**config.mk**
```make
export PLATFORM = sky130hd
export DESIGN_NAME = fdr_rank_list
export DESIGN_NICKNAME = d
export VERILOG_FILES = /design/src/rtl/fdr_pkg.sv /design/src/rtl/fdr_rank_cell.sv /design/src/rtl/fdr_rank_list.sv
export SDC_FILE = /design/constraint.sdc
export NUM_CORES = 2
export LEC_CHECK = 0
export BUFFER_PORTS_ARGS = -buffer_cell sky130_fd_sc_hd__buf_4
export CAP_MARGIN = 25
export CELL_PAD_IN_SITES_DETAIL_PLACEMENT = 1
export CELL_PAD_IN_SITES_GLOBAL_PLACEMENT = 1
export CORE_MARGIN = 5
export CORE_UTILIZATION = 36
export CTS_BUF_LIST = sky130_fd_sc_hd__clkbuf_4 sky130_fd_sc_hd__clkbuf_8
export CTS_CLUSTER_DIAMETER = 100
export DETAILED_ROUTE_END_ITERATION = 6
export GPL_TIMING_DRIVEN = 0
export PLACE_DENSITY = 0.68
export SLEW_MARGIN = 10
export SYNTH_ARGS = -nofsm -noshare
export SYNTH_HDL_FRONTEND = slang
export SYNTH_SLANG_ARGS = --single-unit
export TNS_END_PERCENT = 20
```
**constraint.sdc**
```tcl
create_clock -name clock -period 8.3 [get_ports clock]
set_clock_uncertainty 0.1 [all_clocks]
set_input_delay 0.83 -clock clock [delete_from_list [all_inputs] [get_ports clock]]
set_output_delay 0.83 -clock clock [all_outputs]
set_load 0.01 [all_outputs]
```
**src/rtl/fdr_pkg.sv**
```systemverilog
// fdr_pkg: shared types and codes for the feature distance top-n ranker
// payload structs, sorted-list entry and command types, operation and register codes
// no dependencies
`timescale 1ns / 1ps

package fdr_pkg;

   localparam int SCORE_W = 41;
   localparam int ID_W    = 16;
   localparam int BIN_W   = 16;
   localparam int TERM_W  = 32;

   localparam logic [SCORE_W-1:0] SCORE_MAX = {SCORE_W{1'b1}};

   localparam logic [1:0] OP_LOAD_QUERY = 2'd0;
   localparam logic [1:0] OP_DATABASE   = 2'd1;
   localparam logic [1:0] OP_FINISH     = 2'd2;

   localparam logic [1:0] CSR_METRIC_MODE   = 2'd0;
   localparam logic [1:0] CSR_VECTOR_LENGTH = 2'd1;
   localparam logic [1:0] CSR_TOP_COUNT     = 2'd2;

   typedef struct packed {
      logic [1:0]       operation;
      logic [BIN_W-1:0] bin_value;
      logic [ID_W-1:0]  image_id;
   } req_type;

   typedef struct packed {
      logic [ID_W-1:0]    match_id;
      logic [SCORE_W-1:0] match_score;
      logic [3:0]         rank_position;
      logic               rank_last;
   } rsp_type;

   typedef struct packed {
      logic               valid;
      logic [SCORE_W-1:0] score;
      logic [ID_W-1:0]    id;
   } entry_type;

   typedef struct packed {
      logic               insert;
      logic               shift_up;
      logic               clear;
      logic               mode;
      logic [SCORE_W-1:0] score;
      logic [ID_W-1:0]    id;
   } list_cmd_type;

   typedef struct packed {
      logic               ins;
      logic               fin;
      logic [SCORE_W-1:0] score;
      logic [ID_W-1:0]    id;
   } score_evt_type;

endpackage

```
**src/rtl/fdr_rank_cell.sv**
```systemverilog
// fdr_rank_cell: one slot of the sorted match list
// takes a new score, its left neighbor or its right neighbor as the list command says
// depends on fdr_pkg
`timescale 1ns / 1ps

module fdr_rank_cell
   import fdr_pkg::*;
(
   input  logic         clock,
   input  logic         reset,
   input  list_cmd_type cmd,
   input  entry_type    left_entry,
   input  entry_type    right_entry,
   input  logic         place_in,
   output entry_type    entry,
   output logic         place_out
);

   entry_type entry_ff, entry_in;
   logic      better;
   logic      goes_here;

   always_comb begin
      better    = cmd.mode ? (cmd.score < entry_ff.score) : (cmd.score > entry_ff.score);
      goes_here = !entry_ff.valid || better;
      place_out = place_in || goes_here;
      entry_in  = entry_ff;
      if (cmd.clear) begin
         entry_in.valid = 1'b0;
      end else if (cmd.shift_up) begin
         entry_in = right_entry;
      end else if (cmd.insert) begin
         if (place_in) begin
            entry_in = left_entry;
         end else if (goes_here) begin
            entry_in.valid = 1'b1;
            entry_in.score = cmd.score;
            entry_in.id    = cmd.id;
         end
      end
   end

   always_ff @(posedge clock) begin
      if (reset) begin
         entry_ff.valid <= 1'b0;
      end else begin
         entry_ff.valid <= entry_in.valid;
      end
      entry_ff.score <= entry_in.score;
      entry_ff.id    <= entry_in.id;
   end

   assign entry = entry_ff;

endmodule

```
**src/rtl/fdr_rank_list.sv**
```systemverilog
// fdr_rank_list: row of rank cells forming the sorted match list, best at slot 0
// exposes slot 1, the best reported match
// depends on fdr_pkg, fdr_rank_cell
`timescale 1ns / 1ps

module fdr_rank_list
   import fdr_pkg::*;
#(
   parameter int DEPTH = 17
) (
   input  logic         clock,
   input  logic         reset,
   input  list_cmd_type cmd,
   output entry_type    report_entry
);

   entry_type row   [DEPTH+2];
   logic      place [DEPTH+1];

   assign row[0]       = '0;
   assign row[DEPTH+1] = '0;
   assign place[0]     = 1'b0;

   for (genvar k = 0; k < DEPTH; k++) begin : g_cell
      fdr_rank_cell u_cell (
         .clock       (clock),
         .reset       (reset),
         .cmd         (cmd),
         .left_entry  (row[k]),
         .right_entry (row[k+2]),
         .place_in    (place[k]),
         .entry       (row[k+1]),
         .place_out   (place[k+1])
      );
   end

   assign report_entry = row[2];

endmodule

```
==> reports/metrics.cfg <==
[final_layout]
layout.nets=7823
largest_reg_flops=986
syn_to_final_growth_pct=14.3
fillers=21100
seq_area_sq_um=29400
multi_input_area_sq_um=34000
drive_gt1_share_pct=9.37

[worst_setup_path]
cpPeakStageDelay_ps=1210
crit_chain=inv_1 > ha_1 > a21oi_1 > o21ai_0 > a221oi_1 > o211ai_1 > nor3_1 > mux2i_1 > and3_1 > clkbuf_1 > and3_1 > clkbuf_2 > nand3b_1 > buf_2 > buf_2 > a21oi_1 > nor2_4 > buf_12
setup.worst_path.start_class=register
critPathMaxFanout=22
required_ps=8830
worst_setup_path_end_kind=register
cp_num_buf_inv=6
slowest_stage=a221oi_1
critPathKind=reg -> reg
path_delay_family=simple AND/OR/NAND/NOR gates
worstPathArrival_ps=9030

[cts]
clock_path_buffers=3
cts_resized=0
htreeDepth=4
cts_root_buffer=clkbuf_8
cts_buffers=191
clk_latency_ps=1010
clk_pin_slew_worst_paths_ps=60
cts_tree=done
cts.sinks=986
cts_hold_buffers=0
cts_setup_buffers=0

[floorplan]
start_util_pct=36.1
fp.dieW_microns=443
rows=159
die_height_microns=443
io_pins=121
design.core.area_sq_um=187000
die_area_sq_um=197000

[synth]
synth-edff-count=969
yosysWarnings=0
yosys-top-cells-area=edfxtp_1 (43%), mux2i_1 (16%), ha_1 (13%), nand2_1 (4.2%), o21ai_0 (4.0%)
synth_flop_cell=edfxtp_1
async_reset_ff_share_pct=0
yosysMostFrequentCell=mux2i_1
yosysUniqueCellTypes=71
synthTopCellsByCount=mux2i_1 (1083), edfxtp_1 (969), nand2_1 (763)
synth.top_cell.area_share_pct=43.1
syn_area_sq_um=67600
ys_ff_latch=986
synthCells=6669
post_synth.cell_area_avg_sq_um=10.1
ys_seq_area_share_pct=43.6
synth_area_leader_cell=edfxtp_1
synth_nets=7429

[placed_design]
place.gp.congestion=0.949
dp_slack_ps=-692
portBuffers=101
dp.final_hpwl_microns=231000

[outcome]
violations=setup timing
status=finished with violations

[pwr]
powerDensity_nw_per_um2=179
vdd_drop_max_mv=0.125
power.leakage_nw=33.2

[sta]
relSlewSlack_pct=4.37
fmax_mhz=118
fin_ws_ps=-205
tightest_slew_ps=1430
finalCritPeriodShare_pct=102
fin_crit_ps=8500
rsz0062_at_grt=no
setup_viol=42
final_hold_viol_count=0
finalMaxSlewViolations=0
setup_tns_ps=-5900

[global_routing]
grt_antenna_before_repair=14
grt_remaining_overflow=0
grt_max_degree=24
grt_pass1_vias=59500
grt_first_pass_wirelength_microns=421000
grt_usage_pct=29.1

[routing]
vias_per_cell=5.86
wire_per_inst_microns=30.5
drc=0
vias=57000
ant_nets=0
wl_microns=296000
dr.pass1.iters=5
initialDrtViolationCount=5252

[run]
drv_cap=0

[worst_hold_path]
hold_path_class=in -> reg

## logic make-up (layout without fill, tap and decap cells)
family	after synthesis	after routing	share of synthesized area, %
AO/OA/AOI/OAI	1310	1310	10.9
XOR/XNOR	1	1	0.0130
adder cells (fa/ha/maj)	697	697	12.9
buffers and inverters	1132	1686	6.51
flip-flops	986	986	43.6
multiplexers	1140	1140	17.0
other	0	12	0
AND/OR/NAND/NOR	1403	1403	9.17
## worst min-delay path: stages
cell      delay, ps
clkbuf_1        190
mux2i_1         170
o21ai_0          80
## layout by cell type (no fill, tap or decap), drive strengths merged, types with 53 or more instances in the layout
| cell | netlist | routed |
|---|---|---|
| mux2i | 1083 | 1083 |
| edfxtp | 969 | 969 |
| nand2 | 763 | 763 |
| o21ai | 735 | 735 |
| inv | 716 | 725 |
| ha | 697 | 697 |
| clkbuf | 319 | 569 |
| a21oi | 301 | 301 |
| buf | 96 | 297 |
| nor2 | 244 | 244 |
| nand4 | 125 | 125 |
| clkinv | 1 | 86 |
| nand3 | 79 | 79 |
| nor3 | 59 | 59 |
| mux2 | 57 | 57 |
| a21o | 53 | 53 |
## final timing paths
check / from / endpoint / slack [ps] / depth (start not counted)
min: cmd[15] / g_cell[2].u_cell.entry[15] / 360 / 3
max reg2reg: g_cell[0].u_cell.entry[34] / g_cell[10].u_cell.entry[39] / -200 / 18
max: g_cell[0].u_cell.entry[34] / g_cell[10].u_cell.entry[39] / -200 / 18
min reg2reg: g_cell[9].u_cell.entry[57] / g_cell[8].u_cell.entry[57] / 410 / 2
## cell type report
type	count	share of cell area [%]
multi-input cells	4551	44.0
flip-flops and latches	986	38.1
well taps	2495	4.04
clock buffers	250	3.99
inverters	717	3.48
repair buffers	201	3.13
plain buffers	415	2.24
clock inverters	103	0.941
diodes	12	0.0389
## through the flow
| step | total power, mW | std cells | hold slack [ps] | util, % | area [sq um] |
|---|---|---|---|---|---|
| detailed placement | 8.79 | 9358 | 398 | 39.2 | 73300 |
| global route | 14.4 | 9726 | 330 | 41.3 | 77200 |
| CTS | 13.9 | 9711 | 247 | 41.2 | 77100 |
| global placement | 8.62 | 9265 | 394 | 38.2 | 71500 |
| floorplan | 7.61 | 6669 | 361 | - | 67600 |
| finish | 13.9 | 9730 | 359 | 41.3 | 77200 |
## power breakdown
| group | internal (mW) | switching (mW) | leakage [nW] | total [mW] |
|---|---|---|---|---|
| Clock | 2.61 | 2.49 | 1.99 | 5.11 |
| Combinational | 0.859 | 1.66 | 21.7 | 2.52 |
| Sequential | 5.94 | 0.286 | 9.52 | 6.23 |
| Total | 9.41 | 4.44 | 33.2 | 13.9 |
## per-layer routing
layer | vias to the layer above | wire, microns | GRT usage [%]
met5 | - | 47 | 0
met4 | 8 | 18400 | 16.2
met3 | 638 | 21100 | 5.14
met2 | 2355 | 132000 | 46.0
met1 | 29100 | 124000 | 37.9
li1 | 24900 | - | -
(Power assumes the default switching activity.)
